==> config.mk <==
export PLATFORM = sky130hd
export DESIGN_NAME = swpr_ctrl
export DESIGN_NICKNAME = d
export VERILOG_FILES = /design/src/rtl/screen_write_pixel_renderer_unit_macros.svh /design/src/rtl/swpr_pkg.sv /design/src/rtl/swpr_ctrl.sv
export SDC_FILE = /design/constraint.sdc
export NUM_CORES = 1
export LEC_CHECK = 0
export ABC_AREA = 1
export BUFFER_PORTS_ARGS = -buffer_cell sky130_fd_sc_hd__buf_2
export CORE_AREA = 2 2 39 41
export DETAILED_ROUTE_END_ITERATION = 10
export DIE_AREA = 0 0 41 43
export PLACE_DENSITY = 0.51
export SLEW_MARGIN = 20
export SYNTH_ARGS = -nofsm -noshare
export SYNTH_HDL_FRONTEND = slang
export SYNTH_SLANG_ARGS = --single-unit
export TNS_END_PERCENT = 10
==> constraint.sdc <==
create_clock -name clk -period 1.5 [get_ports clk]
set_input_delay 0.225 -clock clk [delete_from_list [all_inputs] [get_ports clk]]
set_output_delay 0.225 -clock clk [all_outputs]
set_load 0.03 [all_outputs]
==> src/rtl/screen_write_pixel_renderer_unit_macros.svh <==
// Assertion macros for the screen write pixel renderer.
`ifndef SCREEN_WRITE_PIXEL_RENDERER_UNIT_MACROS_SVH
`define SCREEN_WRITE_PIXEL_RENDERER_UNIT_MACROS_SVH
`ifndef SYNTHESIS
`define SWPR_ASSERT_IMPL(label, clk, rst_n, prop, msg) \
    label: assert property (@(posedge clk) disable iff (!rst_n) prop) else $error(msg);
`define SWPR_ASSERT_NEXT(label, clk, rst_n, a, b, msg) \
    label: assert property (@(posedge clk) disable iff (!rst_n) a |=> b) else $error(msg);
`else
`define SWPR_ASSERT_IMPL(label, clk, rst_n, prop, msg)
`define SWPR_ASSERT_NEXT(label, clk, rst_n, a, b, msg)
`endif
`endif

==> src/rtl/swpr_pkg.sv <==
// Package: types, constants and decode helpers of the screen write pixel renderer.
package swpr_pkg;
    localparam int SCREEN_RAM_BYTES_DEF = 16384;
    localparam int CELL_ROWS_DEF = 24;
    localparam int CELL_COLS_DEF = 32;

    typedef struct packed {
        logic       cmd;
        logic [15:0] address;
        logic [7:0] data_byte;
        logic [4:0] cell_row;
        logic [4:0] cell_col;
        logic       flash_phase;
    } in_item_t;

    typedef struct packed {
        logic [8:0] pixel_x;
        logic [7:0] pixel_y;
        logic [5:0] pixel_colour;
        logic       window_dirty;
        logic       last_pixel;
    } out_item_t;

    typedef enum logic [2:0] {
        REG_COLOUR_8X1 = 3'd0,
        REG_HIRES      = 3'd1,
        REG_ALT_SCREEN = 3'd2,
        REG_EXT_PAL    = 3'd3,
        REG_HIRES_INK  = 3'd4,
        REG_HIRES_PAPER = 3'd5
    } reg_idx_t;

    typedef enum logic [3:0] {
        ST_IDLE,
        ST_DECODE,
        ST_JOB,
        ST_RD,
        ST_WAIT,
        ST_PIX,
        ST_NEXT
    } state_t;

    // Job kinds queued by the decoder; an item yields at most two jobs
    typedef enum logic [1:0] {
        JOB_BYTE,
        JOB_CELL,
        JOB_HIRES
    } job_kind_t;

    typedef struct packed {
        logic colour_8x1;
        logic hires;
        logic alt;
        logic ext_pal;
        logic [3:0] h_ink;
        logic [3:0] h_paper;
    } cfg_t;

    // controller -> datapath
    typedef struct packed {
        logic load;      // capture the input item
        logic decode;    // decode item, write vram, build job list
        logic job_start; // start current job
        logic rd;        // issue a vram read
        logic rd_take;   // registered read data arrives
        logic pix;       // emit one pixel
        logic next_job;  // advance to queued job
    } ctrl_t;

    // datapath -> controller
    typedef struct packed {
        logic clearing;  // memories still being zeroed after reset
        logic has_job;
        logic job_cell;  // queued job to start is a cell redraw
        logic need_rd;   // job needs a memory read before pixels
        logic byte_done; // last pixel of current byte
        logic job_done;  // last pixel of current job
        logic more_jobs; // another job queued
    } stat_t;

    function automatic logic [7:0] scr_y(input logic [15:0] a);
        return {a[12:11], a[7:5], a[10:8]};
    endfunction

    // returns {ink, paper}
    function automatic logic [11:0] attr_decode(input logic [7:0] c, input logic ext);
        logic [5:0] ink;
        logic [5:0] paper;
        if (!ext) begin
            paper = {2'b00, c[6:3]};
            ink = {2'b00, c[6], c[2:0]};
        end
        else begin
            paper = {c[7:6], 1'b1, c[5:3]};
            ink = {c[7:6], 1'b0, c[2:0]};
        end
        return {ink, paper};
    endfunction
endpackage

==> src/rtl/swpr_ctrl.sv <==
// Controller state machine of the screen write pixel renderer.
module swpr_ctrl
    import swpr_pkg::*;
(
    input  logic  clk,
    input  logic  rst_n,
    input  logic  in_valid,
    output logic  in_ready,
    input  logic  out_free,
    input  stat_t stat,
    output ctrl_t ctrl
);
    state_t state_reg, state_next;

    always_ff @(posedge clk or negedge rst_n)
    begin
        if (!rst_n)
        begin
            state_reg <= ST_IDLE;
        end
        else
        begin
            state_reg <= state_next;
        end
    end

    always_comb
    begin
        state_next = state_reg;
        case (state_reg)
            ST_IDLE:   if (in_valid && !stat.clearing) state_next = ST_DECODE;
            ST_DECODE: state_next = ST_JOB;
            ST_JOB:    state_next = !stat.has_job ? ST_IDLE :
                                    (stat.job_cell ? ST_RD : ST_PIX);
            ST_RD:     state_next = ST_WAIT;
            ST_WAIT:   state_next = ST_PIX;
            ST_PIX:
            begin
                if (out_free)
                begin
                    if (stat.job_done)
                        state_next = stat.more_jobs ? ST_NEXT : ST_IDLE;
                    else if (stat.byte_done && stat.need_rd)
                        state_next = ST_RD;
                end
            end
            ST_NEXT:   state_next = ST_JOB;
            default:   state_next = ST_IDLE;
        endcase
    end

    always_comb
    begin
        ctrl = '0;
        in_ready = 1'b0;
        case (state_reg)
            ST_IDLE:
            begin
                in_ready = !stat.clearing;
                ctrl.load = in_valid && !stat.clearing;
            end
            ST_DECODE: ctrl.decode = 1'b1;
            ST_JOB:    ctrl.job_start = stat.has_job;
            ST_RD:     ctrl.rd = 1'b1;
            ST_WAIT:   ctrl.rd_take = 1'b1;
            ST_PIX:    ctrl.pix = out_free;
            ST_NEXT:   ctrl.next_job = 1'b1;
            default:   ctrl = '0;
        endcase
    end
endmodule

# Word-level counts from Yosys, hierarchy flattened
# Cells that the tools add are included.
# classes
n_mux	16
eq_ne	9
n_reduce_logical	6
# ops
op	n
$pmux W4 S6	1
$mux W4	4
$eq A4 B3 Y1 const B	3
$mux W3	3
$eq A4 B2 Y1 const B	2
$mux W1	8
$eq A4 B1 Y1 const B	1
$logic_not A4 Y1	1
$ne A2 B2 Y1 const B	2
$ne A3 B3 Y1 const B	1
$reduce_and A3 Y1	1
$logic_and A1 B1 Y1	2
$reduce_or A2 Y1	1
$logic_not A1 Y1	1
# totals
input_bits	11
regBits	4

# Depth between registers and ports, before layout
# logic_depth
depth_word	5
depth_mapped	7
ltp_nobuf	7

# Worst setup path after synthesis
# No wires, ideal clock.
# synth_path
kind	flip-flop to output port
startpoint	register state_reg[2]
endpoint	output ctrl[6] (netlist bit)
arrival_time_ps	1054
path_stages_with_launch	5
slack_ps	221
t_required_ps	1275
cell_sequence	dfrtp_1 -> buf_4 -> inv_2 -> nand2_1 -> nor2_1
# synth_lines
item	line	source
from (decl)	swpr_ctrl.sv:13	state_t state_reg, state_next;
from (signal assigned)	swpr_ctrl.sv:23	state_reg <= state_next;
to (decl)	swpr_ctrl.sv:11	output ctrl_t ctrl

==> out/summary.txt <==
status -> finished, final reports clean
largest net degree at the start of global routing -> 10
final RePlAce weighted congestion -> 0.809
min-delay worst type -> in2async
Data required, critical path -> 1.27 ns
iteration-0 DRC count of the detailed router -> 9
vias in the first global route -> 347
PortBufs -> 18
Final setup viols -> 0
first-pass GRT wire length -> 1.30 mm
Critical Path Fanout Max -> 9
GRT Total Usage -> 10.9%
Leak Pwr -> 0.321 nW
Clk Latency, worst-skew pair -> 0.23 ns
share of cells above drive strength 1 -> 38.4%
Logic pwr share -> 63.2%
Int Pwr -> 426 µW
final count of hold timing violations -> 0
vias per inst -> 4.24
layout net count -> 98
initial antenna violation count -> 0
Post-Syn Area per Cell -> 5.32 µm²
DRC viols -> 0
core box area -> 1380 µm²
Sw Pwr -> 531 µW
RSZ-0062 raised after global routing -> no
Total Wirelength -> 803 µm
Hold WS -> 0.312 ns
antenna cells -> 0
first-pass detailed-route iteration total -> 4
Worst Path Arrival -> 1.22 ns
#FFs+latches synth -> 3
Post-CTS Setup Repair Bufs -> 0
Fill cells -> 161
initial core utilization -> 24.6%
hpwl dp -> 667 µm
CP max-delay cell -> dfrtp_2
Slew Limit Fails -> 0
Final Cycle Share -> 96.1%
clock sinks -> 3
Post-Syn Instances -> 64
Die X -> 41 µm
Clock Pin Slew Worst Setup and Hold Paths -> 0.04 ns
GRT overflow -> 0
Ys Warns -> 0
Switching Share -> 55.5%
Crit Path Class -> reg2out
CTS tree -> yes
Final ANT Viol Nets -> 0
Syn Nets -> 75
FMAX -> 694 MHz
CTS root buf -> clkbuf_4
crit path capture type -> output pin
CP Buf/Inv Count -> 2
Clk network pwr share -> 14.6%
Max clock buf depth -> 2
worst slew pin tran -> 0.179 ns
delay-heaviest family, CP -> flip-flops
num ports -> 19
mapped cell area -> 340 µm²
sequential power share -> 22.1%
Slew HR -> 88.0%
H-tree levels -> 1
drt wl/cell -> 7.87 µm
worst path cell trace -> nor2_1 -> nand2_2 -> inv_1 -> buf_2
sequential area share after synthesis -> 22.1%
max reg flops -> 3
Critical Path Start Type -> flop
library cells used by synthesis -> 12
number of buffers created by CTS -> 3
die area -> 1760 µm²
via total after detailed routing -> 432
Worst path max stage delay -> 0.46 ns
Die H -> 43 µm
layout overhead on the synthesized area -> 41.9%
maximum vdd ir drop -> 0.685 mV
row cnt -> 14
max-cap violation count -> 0
cell area power density -> 1980 nW/µm²
Fin Clk Skew -> 0.00298 ns
Fin Setup TNS -> 0 ns
Final Critical Period -> 1.44 ns
synthesized netlist by cell type, drive strengths merged:
| cell type | instances | area [µm²] |
|---|---|---|
| buf | 1 | 7.51 |
| dfrtp | 3 | 75.1 |
| inv | 13 | 48.8 |
| nand2 | 23 | 88.8 |
| nand3 | 7 | 35.0 |
| nand4 | 1 | 6.26 |
| nor2 | 15 | 73.8 |
| o21ai | 1 | 5.00 |
power groups by stage:
stage	registers [mW]	logic, mW	clock network [mW]
after global placement	0.201	0.613	0
after global routing	0.219	0.680	0.144
after detailed placement	0.203	0.609	0
after CTS	0.202	0.612	0.140
after floorplan	0.163	0.516	0
final	0.212	0.606	0.140
kinds of logic (layout without fill, tap and decap cells):
family          Yosys count  in the layout  share of synthesized area (%)
simple gates             46             46                           59.9
compound gates            1              1                           1.47
flops                     3              3                           22.1
buf+inv                  14             36                           16.5
metrics by stage:
stage	cells	utilization, %	cell area, µm²	power [mW]	worst slack (ns)
finish	102	34.9	483	0.958	0.0582
global route	102	34.9	483	1.04	0.00354
CTS	102	34.6	479	0.955	0.0301
detailed placement	97	32.0	443	0.812	0.274
global placement	97	32.0	443	0.814	0.278
floorplan	64	-	340	0.679	0.221
cell type report:
class | instances | area [µm²] | area share (%)
Multi-Input combinational cell | 47 | 209 | 43.3
Clock buffer | 4 | 26.3 | 5.44
Timing Repair Buffer | 19 | 100 | 20.7
Tap cell | 16 | 20.0 | 4.15
Inverter | 13 | 48.8 | 10.1
Sequential cell | 3 | 78.8 | 16.3
final timing paths:
kind / from / end / slack (ns) / cells past startpoint
setup / recovery: state_reg[2]$_DFFE_PN0P_ / ctrl[4] / 0.06 / 4
hold / removal: rst_n / state_reg[1]$_DFFE_PN0P_ / 0.31 / 2
setup reg to reg: state_reg[2]$_DFFE_PN0P_ / state_reg[0]$_DFFE_PN0P_ / 0.41 / 6
hold reg to reg: state_reg[2]$_DFFE_PN0P_ / state_reg[2]$_DFFE_PN0P_ / 0.65 / 2
max in group asynchronous: rst_n / state_reg[0]$_DFFE_PN0P_ / 1.07 / 2
min in group clk: stat[4] / state_reg[1]$_DFFE_PN0P_ / 0.36 / 5
cell usage in the layout (no fill, tap or decap):
master and count:
clkbuf_1 1, dlygate4sd3_1 1, inv_1 10, nand2_2 1, dfrtp_2 3, buf_2 18
clkbuf_4 3, nand2_1 22, inv_2 3, nor2_4 1, nand4_1 1, o21ai_0 1
nand3_1 7, nor2_2 4, nor2_1 10
metal layers:
layer / global-route usage (%) / vias up / part of all wire, % / routed length [µm]
met3: 3.14 / 2 / 7.7 / 62
met2: 15.9 / 19 / 44 / 353
met4: 6.00 / 0 / 0.75 / 6
met5: 0 / - / 0 / 0
li1: - / 234 / - / -
met1: 13.6 / 177 / 47 / 380
timing repair:
action,4_1_cts,5_1_grt
hold buffers,1,0
hold endpoints to repair,3,0
setup endpoints to repair,0,5
resized for setup,0,3
(Power assumes the default switching activity.)
